===== config.mk =====
export PLATFORM = sky130hd
export DESIGN_NAME = secure_channel_frame_checker_core_flat
export DESIGN_NICKNAME = d
export VERILOG_FILES = /design/src/hdl/scfc_pkg.sv /design/src/hdl/scfc_byte_if.sv /design/src/hdl/scfc_result_if.sv /design/src/hdl/scfc_frame_tracker.sv /design/src/hdl/scfc_status_judge.sv /design/src/hdl/secure_channel_frame_checker_core.sv /design/src/flat_wrapper.sv
export SDC_FILE = /design/constraint.sdc
export NUM_CORES = 1
export LEC_CHECK = 0
export BUFFER_PORTS_ARGS = -buffer_cell sky130_fd_sc_hd__buf_2
export CORE_MARGIN = 10
export CORE_UTILIZATION = 61
export DETAILED_ROUTE_END_ITERATION = 10
export PLACE_DENSITY = 0.87
export SETUP_SLACK_MARGIN = 0.4
export SLEW_MARGIN = 30
export SYNTH_ARGS = -nofsm -noshare
export SYNTH_HDL_FRONTEND = slang
export SYNTH_SLANG_ARGS = --single-unit

===== constraint.sdc =====
create_clock -name clk -period 5.2 [get_ports clk]
set_input_delay 0.26 -clock clk [delete_from_list [all_inputs] [get_ports clk]]
set_output_delay 0.26 -clock clk [all_outputs]
set_load 0.005 [all_outputs]

===== src/hdl/scfc_pkg.sv =====
`timescale 1ns / 1ps

package scfc_pkg;

    // Register indexes on the configuration port
    typedef enum logic [0:0] {
        CFG_MAX_FRAME_LENGTH = 1'b0,
        CFG_MARKER_PATTERN   = 1'b1
    } cfg_index_t;

    localparam int unsigned CFG_DATA_BITS = 32;
    localparam int unsigned MAX_LEN_BITS  = 17;

    localparam logic [MAX_LEN_BITS-1:0] MAX_FRAME_LENGTH_RESET = 17'h10000;
    localparam logic [31:0]             MARKER_PATTERN_RESET   = 32'hBAADF00D;

    // Status codes, first failing check wins in this order
    typedef enum logic [3:0] {
        ST_OK            = 4'd0,
        ST_SHORT         = 4'd1,
        ST_BAD_TYPE      = 4'd2,
        ST_SIZE_MISMATCH = 4'd3,
        ST_OVERSIZE      = 4'd4,
        ST_ERROR_MSG     = 4'd5,
        ST_BAD_CHUNK     = 4'd6,
        ST_MARKER        = 4'd7,
        ST_BAD_CHANNEL   = 4'd8,
        ST_BAD_TOKEN     = 4'd9,
        ST_BAD_SEQUENCE  = 4'd10
    } status_t;

    // Header byte values
    localparam logic [7:0] CHR_A = 8'h41;
    localparam logic [7:0] CHR_C = 8'h43;
    localparam logic [7:0] CHR_E = 8'h45;
    localparam logic [7:0] CHR_F = 8'h46;
    localparam logic [7:0] CHR_H = 8'h48;
    localparam logic [7:0] CHR_M = 8'h4D;
    localparam logic [7:0] CHR_O = 8'h4F;
    localparam logic [7:0] CHR_R = 8'h52;

    localparam logic [31:0] ALL_ONES_WORD = 32'hFFFFFFFF;

    // Header field boundaries, as byte positions within the frame
    localparam int unsigned POS_CHUNK    = 3;
    localparam int unsigned POS_SIZE_END = 8;
    localparam int unsigned POS_CHAN_END = 12;
    localparam int unsigned POS_TOK_END  = 16;
    localparam int unsigned POS_SEQ_END  = 20;
    localparam int unsigned LEN_MIN      = 8;
    localparam int unsigned LEN_SEQ_OK   = 24;

    // Frame contents as they stand once the current byte is taken in
    typedef struct packed {
        logic [23:0] type_bytes;
        logic [7:0]  chunk_byte;
        logic [31:0] declared_length;
        logic [31:0] channel_word;
        logic [31:0] token_word;
        logic [31:0] sequence_word;
        logic        marker_seen;
    } frame_view_t;

endpackage


===== src/hdl/scfc_byte_if.sv =====
`timescale 1ns / 1ps

interface scfc_byte_if;
    logic       valid;
    logic       ready;
    logic [7:0] data_byte;
    logic       last_byte;

    modport source (output valid, output data_byte, output last_byte, input ready);
    modport sink (input valid, input data_byte, input last_byte, output ready);
endinterface


===== src/hdl/scfc_result_if.sv =====
`timescale 1ns / 1ps

interface scfc_result_if;
    logic        valid;
    logic        ready;
    logic [3:0]  status;
    logic [31:0] seq_value;
    logic        sequence_valid;

    modport source (output valid, output status, output seq_value,
                    output sequence_valid, input ready);
    modport sink (input valid, input status, input seq_value,
                  input sequence_valid, output ready);
endinterface


===== src/hdl/scfc_frame_tracker.sv =====
`timescale 1ns / 1ps

module scfc_frame_tracker
    import scfc_pkg::*;
#(
    parameter int unsigned LENGTH_BITS = 32
)
(
    input  logic                   clk,
    input  logic                   rst_n,
    input  logic                   step,
    input  logic [7:0]             data_byte,
    input  logic                   last_byte,
    input  logic [31:0]            marker_pattern,
    output frame_view_t            view,
    output logic [LENGTH_BITS-1:0] frame_len
);

    localparam logic [LENGTH_BITS-1:0] COUNT_MAX = '1;

    logic [LENGTH_BITS-1:0] count_reg, count_next;
    frame_view_t            view_reg, view_next;
    logic [23:0]            window_reg, window_next;
    logic [31:0]            window;

    // Capture the header field that the current byte belongs to
    always_comb
    begin
        view_next = view_reg;
        window    = {window_reg, data_byte};

        if (count_reg < LENGTH_BITS'(POS_CHUNK))
        begin
            view_next.type_bytes = {view_reg.type_bytes[15:0], data_byte};
        end
        else if (count_reg == LENGTH_BITS'(POS_CHUNK))
        begin
            view_next.chunk_byte = data_byte;
        end
        else if (count_reg < LENGTH_BITS'(POS_SIZE_END))
        begin
            view_next.declared_length = {view_reg.declared_length[23:0], data_byte};
        end
        else if (count_reg < LENGTH_BITS'(POS_CHAN_END))
        begin
            view_next.channel_word = {view_reg.channel_word[23:0], data_byte};
        end
        else if (count_reg < LENGTH_BITS'(POS_TOK_END))
        begin
            view_next.token_word = {view_reg.token_word[23:0], data_byte};
        end
        else if (count_reg < LENGTH_BITS'(POS_SEQ_END))
        begin
            view_next.sequence_word = {view_reg.sequence_word[23:0], data_byte};
        end

        // Only four bytes that all belong to this frame are compared
        if ((count_reg >= LENGTH_BITS'(POS_CHUNK)) && (window == marker_pattern))
        begin
            view_next.marker_seen = 1'b1;
        end

        window_next = window[23:0];

        // The byte count sticks at its top value on very long frames
        if (count_reg != COUNT_MAX)
        begin
            count_next = count_reg + 1'b1;
        end
        else
        begin
            count_next = count_reg;
        end
    end

    assign view      = view_next;
    assign frame_len = count_next;

    // Frame state, cleared after the final byte of each frame
    always_ff @(posedge clk or negedge rst_n)
    begin
        if (!rst_n)
        begin
            count_reg  <= '0;
            view_reg   <= '0;
            window_reg <= '0;
        end
        else if (step)
        begin
            if (last_byte)
            begin
                count_reg  <= '0;
                view_reg   <= '0;
                window_reg <= '0;
            end
            else
            begin
                count_reg  <= count_next;
                view_reg   <= view_next;
                window_reg <= window_next;
            end
        end
    end

endmodule


===== src/hdl/scfc_status_judge.sv =====
`timescale 1ns / 1ps

module scfc_status_judge
    import scfc_pkg::*;
#(
    parameter int unsigned LENGTH_BITS = 32
)
(
    input  frame_view_t             view,
    input  logic [LENGTH_BITS-1:0]  frame_len,
    input  logic [MAX_LEN_BITS-1:0] max_frame_length,
    output status_t                 status,
    output logic [31:0]             seq_value,
    output logic                    sequence_valid
);

    logic [31:0] len;
    logic [7:0]  t0;
    logic [7:0]  t1;
    logic [7:0]  t2;
    logic        type_ok;
    logic        chunk_ok;
    logic        channel_bad;
    logic        token_bad;

    assign len = 32'(frame_len);
    assign t0  = view.type_bytes[23:16];
    assign t1  = view.type_bytes[15:8];
    assign t2  = view.type_bytes[7:0];

    assign type_ok = (t0 == CHR_H) || (t0 == CHR_O) || (t0 == CHR_M) ||
                     (t0 == CHR_C) || (t0 == CHR_A) || (t0 == CHR_E);
    assign chunk_ok = (view.chunk_byte == CHR_F) || (view.chunk_byte == CHR_C) ||
                      (view.chunk_byte == CHR_A);
    assign channel_bad = (view.channel_word == '0) || (view.channel_word == ALL_ONES_WORD);
    assign token_bad   = (view.token_word == '0) || (view.token_word == ALL_ONES_WORD);

    // Checks in priority order; the first one that fails sets the status
    always_comb
    begin
        if (len < 32'(LEN_MIN))
        begin
            status = ST_SHORT;
        end
        else if (!type_ok)
        begin
            status = ST_BAD_TYPE;
        end
        else if ((view.declared_length != '0) && (view.declared_length != len))
        begin
            status = ST_SIZE_MISMATCH;
        end
        else if (len > 32'(max_frame_length))
        begin
            status = ST_OVERSIZE;
        end
        else if ((t0 == CHR_E) && (t1 == CHR_R) && (t2 == CHR_R))
        begin
            status = ST_ERROR_MSG;
        end
        else if (!chunk_ok)
        begin
            status = ST_BAD_CHUNK;
        end
        else if (view.marker_seen)
        begin
            status = ST_MARKER;
        end
        else if ((len >= 32'(POS_TOK_END)) && channel_bad)
        begin
            status = ST_BAD_CHANNEL;
        end
        else if ((len >= 32'(POS_SEQ_END)) && token_bad)
        begin
            status = ST_BAD_TOKEN;
        end
        else if ((len >= 32'(LEN_SEQ_OK)) && (view.sequence_word == ALL_ONES_WORD))
        begin
            status = ST_BAD_SEQUENCE;
        end
        else
        begin
            status = ST_OK;
        end
    end

    // The sequence number is reported only for a clean frame that carried it
    assign sequence_valid = (status == ST_OK) && (len >= 32'(LEN_SEQ_OK));
    assign seq_value      = sequence_valid ? view.sequence_word : '0;

endmodule


===== src/hdl/secure_channel_frame_checker_core.sv =====
`timescale 1ns / 1ps

// Channel    | Direction | Payload                            | Transfers
// frame_bytes| in        | data_byte, last_byte               | one per frame byte
// results    | out       | status, seq_value, sequence_valid  | one per frame, on last byte
//
// One byte is taken per cycle unless a final byte is held back by a waiting result.
// A byte is held in the input register; the capture, marker compare and status checks
// then run in one pass into the result register, which presents each frame's result.
// Reset clears the frame state and loads the register defaults; no clearing pass.
// A waiting result stalls only final bytes: other bytes keep flowing while the
// result register is full.

module secure_channel_frame_checker_core
    import scfc_pkg::*;
#(
    parameter int unsigned LENGTH_BITS = 32
)
(
    input  logic                     clk,
    input  logic                     rst_n,
    input  logic                     cfg_we,
    input  logic [0:0]               cfg_index,
    input  logic [CFG_DATA_BITS-1:0] cfg_wdata,
    scfc_byte_if.sink                frame_bytes,
    scfc_result_if.source            results
);

    logic [MAX_LEN_BITS-1:0] max_len_reg;
    logic [31:0]             marker_reg;

    logic       in_valid_reg;
    logic [7:0] in_byte_reg;
    logic       in_last_reg;
    logic       advance;

    frame_view_t            view;
    logic [LENGTH_BITS-1:0] frame_len;
    status_t                status;
    logic [31:0]            seq_number;
    logic                   seq_valid;

    logic        out_valid_reg;
    status_t     out_status_reg;
    logic [31:0] out_seq_reg;
    logic        out_seqv_reg;

    // Configuration registers
    always_ff @(posedge clk or negedge rst_n)
    begin
        if (!rst_n)
        begin
            max_len_reg <= MAX_FRAME_LENGTH_RESET;
            marker_reg  <= MARKER_PATTERN_RESET;
        end
        else if (cfg_we)
        begin
            unique case (cfg_index_t'(cfg_index))
                CFG_MAX_FRAME_LENGTH: max_len_reg <= cfg_wdata[MAX_LEN_BITS-1:0];
                CFG_MARKER_PATTERN:   marker_reg  <= cfg_wdata[31:0];
                default:              ;
            endcase
        end
    end

    // The held byte moves on unless it ends a frame and the result register is blocked
    assign advance = in_valid_reg && (!in_last_reg || !out_valid_reg || results.ready);
    assign frame_bytes.ready = !in_valid_reg || advance;

    // Input register
    always_ff @(posedge clk or negedge rst_n)
    begin
        if (!rst_n)
        begin
            in_valid_reg <= 1'b0;
        end
        else if (frame_bytes.ready)
        begin
            in_valid_reg <= frame_bytes.valid;
        end
    end

    always_ff @(posedge clk)
    begin
        if (frame_bytes.valid && frame_bytes.ready)
        begin
            in_byte_reg <= frame_bytes.data_byte;
            in_last_reg <= frame_bytes.last_byte;
        end
    end

    scfc_frame_tracker #(
        .LENGTH_BITS (LENGTH_BITS)
    ) u_tracker (
        .clk            (clk),
        .rst_n          (rst_n),
        .step           (advance),
        .data_byte      (in_byte_reg),
        .last_byte      (in_last_reg),
        .marker_pattern (marker_reg),
        .view           (view),
        .frame_len      (frame_len)
    );

    scfc_status_judge #(
        .LENGTH_BITS (LENGTH_BITS)
    ) u_judge (
        .view             (view),
        .frame_len        (frame_len),
        .max_frame_length (max_len_reg),
        .status           (status),
        .seq_value        (seq_number),
        .sequence_valid   (seq_valid)
    );

    // Result register
    always_ff @(posedge clk or negedge rst_n)
    begin
        if (!rst_n)
        begin
            out_valid_reg <= 1'b0;
        end
        else if (advance && in_last_reg)
        begin
            out_valid_reg <= 1'b1;
        end
        else if (results.ready)
        begin
            out_valid_reg <= 1'b0;
        end
    end

    always_ff @(posedge clk)
    begin
        if (advance && in_last_reg)
        begin
            out_status_reg <= status;
            out_seq_reg    <= seq_number;
            out_seqv_reg   <= seq_valid;
        end
    end

    assign results.valid          = out_valid_reg;
    assign results.status         = out_status_reg;
    assign results.seq_value      = out_seq_reg;
    assign results.sequence_valid = out_seqv_reg;

endmodule


===== src/flat_wrapper.sv =====
// flat-port wrapper written by rule: the top's interface ports become plain ports
module secure_channel_frame_checker_core_flat import scfc_pkg::*;
#(
    parameter int unsigned LENGTH_BITS = 32
)
  (clk, rst_n, cfg_we, cfg_index, cfg_wdata, frame_bytes_valid, frame_bytes_data_byte, frame_bytes_last_byte, frame_bytes_ready, results_valid, results_status, results_seq_value, results_sequence_valid, results_ready);
  scfc_byte_if frame_bytes_i ();
  scfc_result_if results_i ();
  input  logic clk;
  input  logic rst_n;
  input  logic cfg_we;
  input  logic [0:0] cfg_index;
  input  logic [CFG_DATA_BITS-1:0] cfg_wdata;
  input wire logic [$bits(frame_bytes_i.valid)-1:0] frame_bytes_valid;
  input wire logic [$bits(frame_bytes_i.data_byte)-1:0] frame_bytes_data_byte;
  input wire logic [$bits(frame_bytes_i.last_byte)-1:0] frame_bytes_last_byte;
  output wire logic [$bits(frame_bytes_i.ready)-1:0] frame_bytes_ready;
  output wire logic [$bits(results_i.valid)-1:0] results_valid;
  output wire logic [$bits(results_i.status)-1:0] results_status;
  output wire logic [$bits(results_i.seq_value)-1:0] results_seq_value;
  output wire logic [$bits(results_i.sequence_valid)-1:0] results_sequence_valid;
  input wire logic [$bits(results_i.ready)-1:0] results_ready;
  assign frame_bytes_i.valid = frame_bytes_valid;
  assign frame_bytes_i.data_byte = frame_bytes_data_byte;
  assign frame_bytes_i.last_byte = frame_bytes_last_byte;
  assign frame_bytes_ready = frame_bytes_i.ready;
  assign results_valid = results_i.valid;
  assign results_status = results_i.status;
  assign results_seq_value = results_i.seq_value;
  assign results_sequence_valid = results_i.sequence_valid;
  assign results_i.ready = results_ready;
  secure_channel_frame_checker_core #(.LENGTH_BITS(LENGTH_BITS)) u_core (.clk(clk), .rst_n(rst_n), .cfg_we(cfg_we), .cfg_index(cfg_index), .cfg_wdata(cfg_wdata), .frame_bytes(frame_bytes_i), .results(results_i));
endmodule

==> results of run 1 <==
metal layers:
layer | up-vias | share of wire (%)
met2 | 924 | 47
met4 | 0 | 3.1
met3 | 140 | 9.8
met5 | - | 0
li1 | 7066 | -
met1 | 7799 | 40
worst max-delay path, stage by stage (launching register included):
cell and delay [ns]:
sky130_fd_sc_hd__dfrtp_2 0.43, sky130_fd_sc_hd__ha_1 0.18, sky130_fd_sc_hd__and4_1 0.22, sky130_fd_sc_hd__and4_2 0.33, sky130_fd_sc_hd__nand3_1 0.13, sky130_fd_sc_hd__nand2_1 0.13
sky130_fd_sc_hd__xor2_1 0.19, sky130_fd_sc_hd__inv_1 0.15, sky130_fd_sc_hd__ha_1 0.31, sky130_fd_sc_hd__a21o_1 0.18, sky130_fd_sc_hd__a21oi_1 0.12, sky130_fd_sc_hd__a21boi_0 0.09
sky130_fd_sc_hd__o21a_1 0.17, sky130_fd_sc_hd__o21ai_0 0.17, sky130_fd_sc_hd__a21oi_1 0.18, sky130_fd_sc_hd__or3_4 0.38, sky130_fd_sc_hd__a2111oi_4 0.24, sky130_fd_sc_hd__buf_4 0.19
sky130_fd_sc_hd__buf_12 0.14, sky130_fd_sc_hd__nand4_1 0.17, sky130_fd_sc_hd__nor3_2 0.20
through the flow:
| step | utilization (%) | setup WS [ns] |
|---|---|---|
| 2_1_floorplan | - | 0.764 |
| 3_3_place_gp | 64.0 | 0.412 |
| 3_5_place_dp | 64.0 | 0.183 |
| 4_1_cts | 69.0 | 0.439 |
| 5_1_grt | 69.8 | 0.474 |
| 6_report | 69.8 | 0.709 |
layout make-up:
type                            count  share of cell area [%]
Multi-Input combinational cell   1394                    43.7
Sequential cell                   314                    40.8
Tap cell                          384                    2.41
Clock buffer                       47                    4.82
Clock inverter                     12                   0.521
Inverter                           34                   0.641
Timing Repair Buffer              192                    7.10
Yosys cell counts, drive strengths merged (34+ instances only):
| cell | count | area, µm² |
|---|---|---|
| nand2 | 370 | 1390 |
| dfrtp | 250 | 6260 |
| o21ai | 209 | 1050 |
| a22oi | 125 | 938 |
| clkbuf | 110 | 432 |
| nand4 | 103 | 663 |
| xnor2 | 57 | 499 |
| nor3 | 54 | 430 |
| edfxtp | 46 | 1380 |
| nor4 | 46 | 328 |
| nor2 | 43 | 161 |
| buf | 39 | 244 |
| nand3 | 37 | 185 |
| mux2 | 36 | 405 |
| inv | 34 | 128 |
timing repair:
action | CTS | global route
endpoints found under the hold margin | 142 | 1
cloned | 0 | 1
setup buffers | 1 | 12
hold buffers | 34 | 1
pin swaps | 1 | 5
resized for setup | 5 | 19
setup endpoints to repair | 33 | 34
how the worst max path moves through the flow:
stage	start	to	slack, ns	depth (start not counted)
finish	u_core.u_tracker.count_reg[0]	u_core.results.seq_value[22]	0.71	20
global route	u_core.u_tracker.count_reg[16]	u_core.results.seq_value[22]	0.47	12
CTS	u_core.u_tracker.count_reg[6]	u_core.results.seq_value[22]	0.44	17
detailed placement	u_core.u_tracker.count_reg[9]	u_core.results.seq_value[0]	0.18	17
global placement	u_core.u_tracker.count_reg[9]	u_core.results.sequence_valid	0.41	16
floorplan	u_core.u_tracker.count_reg[0]	u_core.results.seq_value[10]	0.76	21
where the power goes:
part	leakage (nW)	internal [mW]	switching (mW)
sequential	3.98	2.82	0.416
clock	0.521	1.34	1.00
combinational	3.57	0.599	0.833
total	8.07	4.77	2.25
cell families after synthesis:
family	Yosys count	synth area share, %
buffers and inverters	183	4.58
AOI/OAI and AO/OA	468	17.2
xor gates and xnor gates	79	3.95
and+or+nand+nor	767	22.9
muxes	62	3.80
DFF	314	46.3
adders and majority gates	18	1.28
==> run metrics, run 1 <==
Tot GR Track Use about 28%; final-layout setup total negative slack 0 ns; insertion delay to the later sink of the worst-skew pair 0.52 ns; global routing met2 resource utilization 45.1%; type of destination of the critical path flip-flop; WL/cell 22.3 µm; Least-Margin Pin Slew 0.908 ns; yosys warns 0; internal reg-to-reg setup slack slightly above 0.7 ns; clock tree from TritonCTS built; Startpoint Class flip-flop; MaxCap Viol Count 0; met1 Resource Use GR roughly two fifths; drt drc 0; min cycle time layout between 4 and 5 ns; outcome finished, final reports clean; final setup vio count 0; initial core utilization about three fifths; most used routing layer met2; r2r startpoint u_core.u_tracker.count_reg[0]; floorplan die area roughly 36000 µm²; period utilisation layout between 80% and 90%; first-pass GRT wire length between 80 and 90 mm; leading cell types in the layout, fill and taps excluded 369 x sky130_fd_sc_hd__nand2_1, 240 x sky130_fd_sc_hd__dfrtp_1, 209 x sky130_fd_sc_hd__o21ai_0; CTS sink cnt between 300 and 400; Min-Delay Path Class input port to flip-flop; number of search-and-repair iterations in the first detailed-routing pass 8; power density relative to cell area ~350 nW/µm²; Leakage slightly above 8 nW; pin count of the biggest net entering global routing 130; type of the setup path with the least slack flip-flop to flip-flop; commonest non-fill, non-tap cell in the layout sky130_fd_sc_hd__nand2_1; hold slack final 0.0154 ns; required time reported for the critical path endpoint approximately 5.5 ns; number of distinct library cells after synthesis between 70 and 80; r2r endpoint u_core.results.seq_value[22]; post-route cell area roughly 20000 µm²; number of pins with negative max-slew slack in the final report 0; share of async-settable or async-resettable flops after synthesis 85.4%; First DRT Iteration DRCs 2038; final-stage net count 2035; area of the multi-input gates roughly 8700 µm²; Die X-Extent around 190 µm; placed insts between 2000 and 2500; Post-Place Cell Area approximately 18000 µm²; number of antenna violations at the first check in global routing 0; Root Buffer Master sky130_fd_sc_hd__clkbuf_16; htree depth 2; total half-perimeter wirelength after legalization and detailed placement between 30 and 40 mm; weighted congestion reported at the end of routability-driven placement between 0.9 and 1; post-DR vias/cell roughly 6.7; layout cell share with drive strength beyond 1 17.2%; data arrival time of the critical path 4.83 ns; total clock buffers created by CTS 34; Max Clk Rate approximately 220 MHz; area of the core between 20000 and 30000 µm²; most used flip-flop cell after synthesis sky130_fd_sc_hd__dfrtp_1; number of enable-type register cells in the synthesized netlist between 40 and 50; height of the chip around 190 µm; sequential cell area fraction in the yosys report a little under half; cell area after technology mapping about 18000 µm²; routing usage on met3 ~5.2%; storage element area roughly 8100 µm²; hold path startpoint cfg_wdata[0]; Register-to-Register Path Depth 20; clock transition time at the flip-flop clock pins of the worst setup and hold paths ~0.070 ns; Largest register FFs ~160; number of nets with antenna violations after routing 0; number of cell rows 62; routed vias about 16000; number of global-route vias before repair 15200; final count of hold timing violations 0; Max-Slew Margin vs Limit between 30% and 40%; Hold Crit Depth 2; wirelength, routed 53.0 mm; count of inserted antenna diode cells 0; I/O pins 86; final clock skew around 0.021 ns; Post-Layout Cell Count 2377; count of input and output buffers between 80 and 90; residual overflow from global routing 0; highest fanout seen on the critical path 17; setup repair after global routing missed its margin false; largest vdd supply drop 299 µV; Mapped Avg Cell Area a little over 9 µm²; maximum clock insertion buffer count 3; power consumption around 7 mW; post-synthesis sequential element count about 310; Fill cells about 2100; gate count after technology mapping between 1500 and 2000; Post-Synthesis Net Count around 2000; P&R area growth vs syn 13.6%; worst hold endpoint u_core.marker_reg[0]
Note: power is estimated with default switching activity, not from simulation.
==> run 2: changes to the inputs <==
Settings changed: PLACE_DENSITY 0.87 to unset, PLACE_DENSITY_LB_ADDON set to 0.15.
==> run metrics, run 2 (synthesis gave the netlist of run 1 again) <==
I/O pins 86; commonest non-fill, non-tap cell in the layout sky130_fd_sc_hd__nand2_1; maximum clock insertion buffer count 3; total half-perimeter wirelength after legalization and detailed placement 33.6 mm; post-DR vias/cell around 6.5; final-stage net count ~2000; drt drc 0; clock tree from TritonCTS built; initial core utilization roughly three fifths; area of the core between 20000 and 30000 µm²; layout cell share with drive strength beyond 1 16.7%; largest vdd supply drop 377 µV; number of global-route vias before repair between 10000 and 15000; leading cell types in the layout, fill and taps excluded 369 x sky130_fd_sc_hd__nand2_1, 243 x sky130_fd_sc_hd__dfrtp_1, 209 x sky130_fd_sc_hd__o21ai_0; hold slack final -0.000821 ns; WL/cell 21.8 µm; required time reported for the critical path endpoint 5.57 ns; post-route cell area approximately 20000 µm²; Die X-Extent about 190 µm; critical path endpoint u_core.results.seq_value[28]; Post-Place Cell Area roughly 18000 µm²; outcome finished, violations left; setup repair after global routing missed its margin false; Tot GR Track Use 28.3%; final count of hold timing violations 1; htree depth 2; number of pins with negative max-slew slack in the final report 0; pre-CTS worst setup slack 0.305 ns; P&R area growth vs syn 13.9%; violations in the final reports hold timing; highest fanout seen on the critical path 26; floorplan die area 35900 µm²; total clock buffers created by CTS 35; power density relative to cell area 360 nW/µm²; final setup vio count 0; Min-Delay Path Class input port to flip-flop; number of nets with antenna violations after routing 0; Leakage between 8 and 9 nW; wirelength, routed ~52 mm; final-layout setup total negative slack 0 ns; insertion delay to the later sink of the worst-skew pair between 0.5 and 0.6 ns; First DRT Iteration DRCs 1699; pin count of the biggest net entering global routing ~200; Startpoint Class flip-flop; Max-Slew Margin vs Limit a little over two fifths; routed vias around 15000; MaxCap Viol Count 0; Register-to-Register Path Depth 11; weighted congestion reported at the end of routability-driven placement slightly below 1; count of input and output buffers between 80 and 90; number of cell rows slightly above 60; Largest register FFs between 150 and 200; r2r endpoint u_core.results.seq_value[28]; source of the critical timing path u_core.u_tracker.count_reg[20]; Fill cells about 2200; internal reg-to-reg setup slack just under 0.6 ns; period utilisation layout between 80 and 90%; CTS sink cnt between 300 and 400; crit path setup slack, layout a little under 0.6 ns; height of the chip 190 µm; Max Clk Rate 216 MHz; Root Buffer Master sky130_fd_sc_hd__clkbuf_16; r2r startpoint u_core.u_tracker.count_reg[20]; number of search-and-repair iterations in the first detailed-routing pass 6; type of destination of the critical path flip-flop; residual overflow from global routing 0; clock transition time at the flip-flop clock pins of the worst setup and hold paths ~0.06 ns; number of antenna violations at the first check in global routing 0; type of the setup path with the least slack flip-flop to flip-flop; power consumption a little over 7 mW; data arrival time of the critical path between 4 and 5 ns; count of inserted antenna diode cells 0; final clock skew ~0.013 ns; min cycle time layout about 4.6 ns; Least-Margin Pin Slew 0.853 ns; first-pass GRT wire length between 80 and 90 mm
==> run 2: changes by cell type in the layout (fill, tap and decap cells not counted), sizes merged <==
cell / change
clkinvlp: -1
clkbuf: +5
buf: -6
inv: +1
clkinv: -2
bufinv: +1
dlygate4sd3: +1
==> run 2: report_power, final <==
group,internal [mW],switching [mW]
Clock,1.52,1.02
Combinational,0.603,0.814
Sequential,2.82,0.416
==> run 2: final cells by class <==
class / instances / area (µm²) / area share, %
multi-input combinational: 1394 / 8690 / 43.5
sequential: 314 / 8120 / 40.7
clock inverter: 11 / 120 / 0.602
tap: 384 / 480 / 2.41
clock buffer: 53 / 1060 / 5.33
inverter: 34 / 128 / 0.639
timing repair buffer: 186 / 1370 / 6.84
==> run 2: worst min path at each step <==
stage | from | endpoint | cells after the start
finish | cfg_wdata[12] | u_core.max_len_reg[12] | 3
global route | cfg_wdata[13] | u_core.max_len_reg[13] | 3
global placement | rst_n | u_core.u_tracker.count_reg[15] | 1
floorplan | rst_n | u_core.in_valid_reg | 0
detailed placement | rst_n | u_core.u_tracker.count_reg[16] | 1
CTS | cfg_wdata[5] | u_core.max_len_reg[5] | 3
==> run 2: worst max-delay path, cell delays in order, from the launching register on <==
cell,delay (ns)
sky130_fd_sc_hd__dfrtp_1,0.49
sky130_fd_sc_hd__nand4_1,0.38
sky130_fd_sc_hd__nor3_1,0.58
sky130_fd_sc_hd__a311o_1,0.43
sky130_fd_sc_hd__or2_2,0.20
sky130_fd_sc_hd__xor2_1,0.46
sky130_fd_sc_hd__nand4_2,0.33
sky130_fd_sc_hd__nor4_4,0.59
sky130_fd_sc_hd__o2bb2ai_2,0.30
sky130_fd_sc_hd__buf_4,0.38
sky130_fd_sc_hd__nand4_1,0.17
sky130_fd_sc_hd__nor3_2,0.13
==> run 2: repair_timing <==
item,4_1_cts,5_1_grt
pin swaps,0,4
setup endpoints to repair,33,35
endpoints found under the hold margin,146,0
buffers inserted,0,6
gates resized for setup,2,15
hold buffers,36,0
cloned,0,0
==> run 2: stage by stage <==
| stage | hold WS, ns | instances | util (%) |
|---|---|---|---|
| after floorplan | -0.0356 | 1891 | - |
| after global placement | 0.427 | 2269 | 64.1 |
| after detailed placement | 0.426 | 2269 | 64.1 |
| after CTS | 0.00933 | 2369 | 69.5 |
| after global routing | 0.0156 | 2376 | 70.0 |
| final | -0.000821 | 2376 | 70.0 |
==> run 2: layer usage <==
layer | part of all wire [%] | GRT usage (%) | vias to the layer above
li1 | - | - | 7040
met1 | 43 | 39.9 | 7651
met2 | 47 | 44.9 | 675
met3 | 7.5 | 4.41 | 87
met4 | 2.2 | 7.45 | 0
met5 | 0 | 0 | -
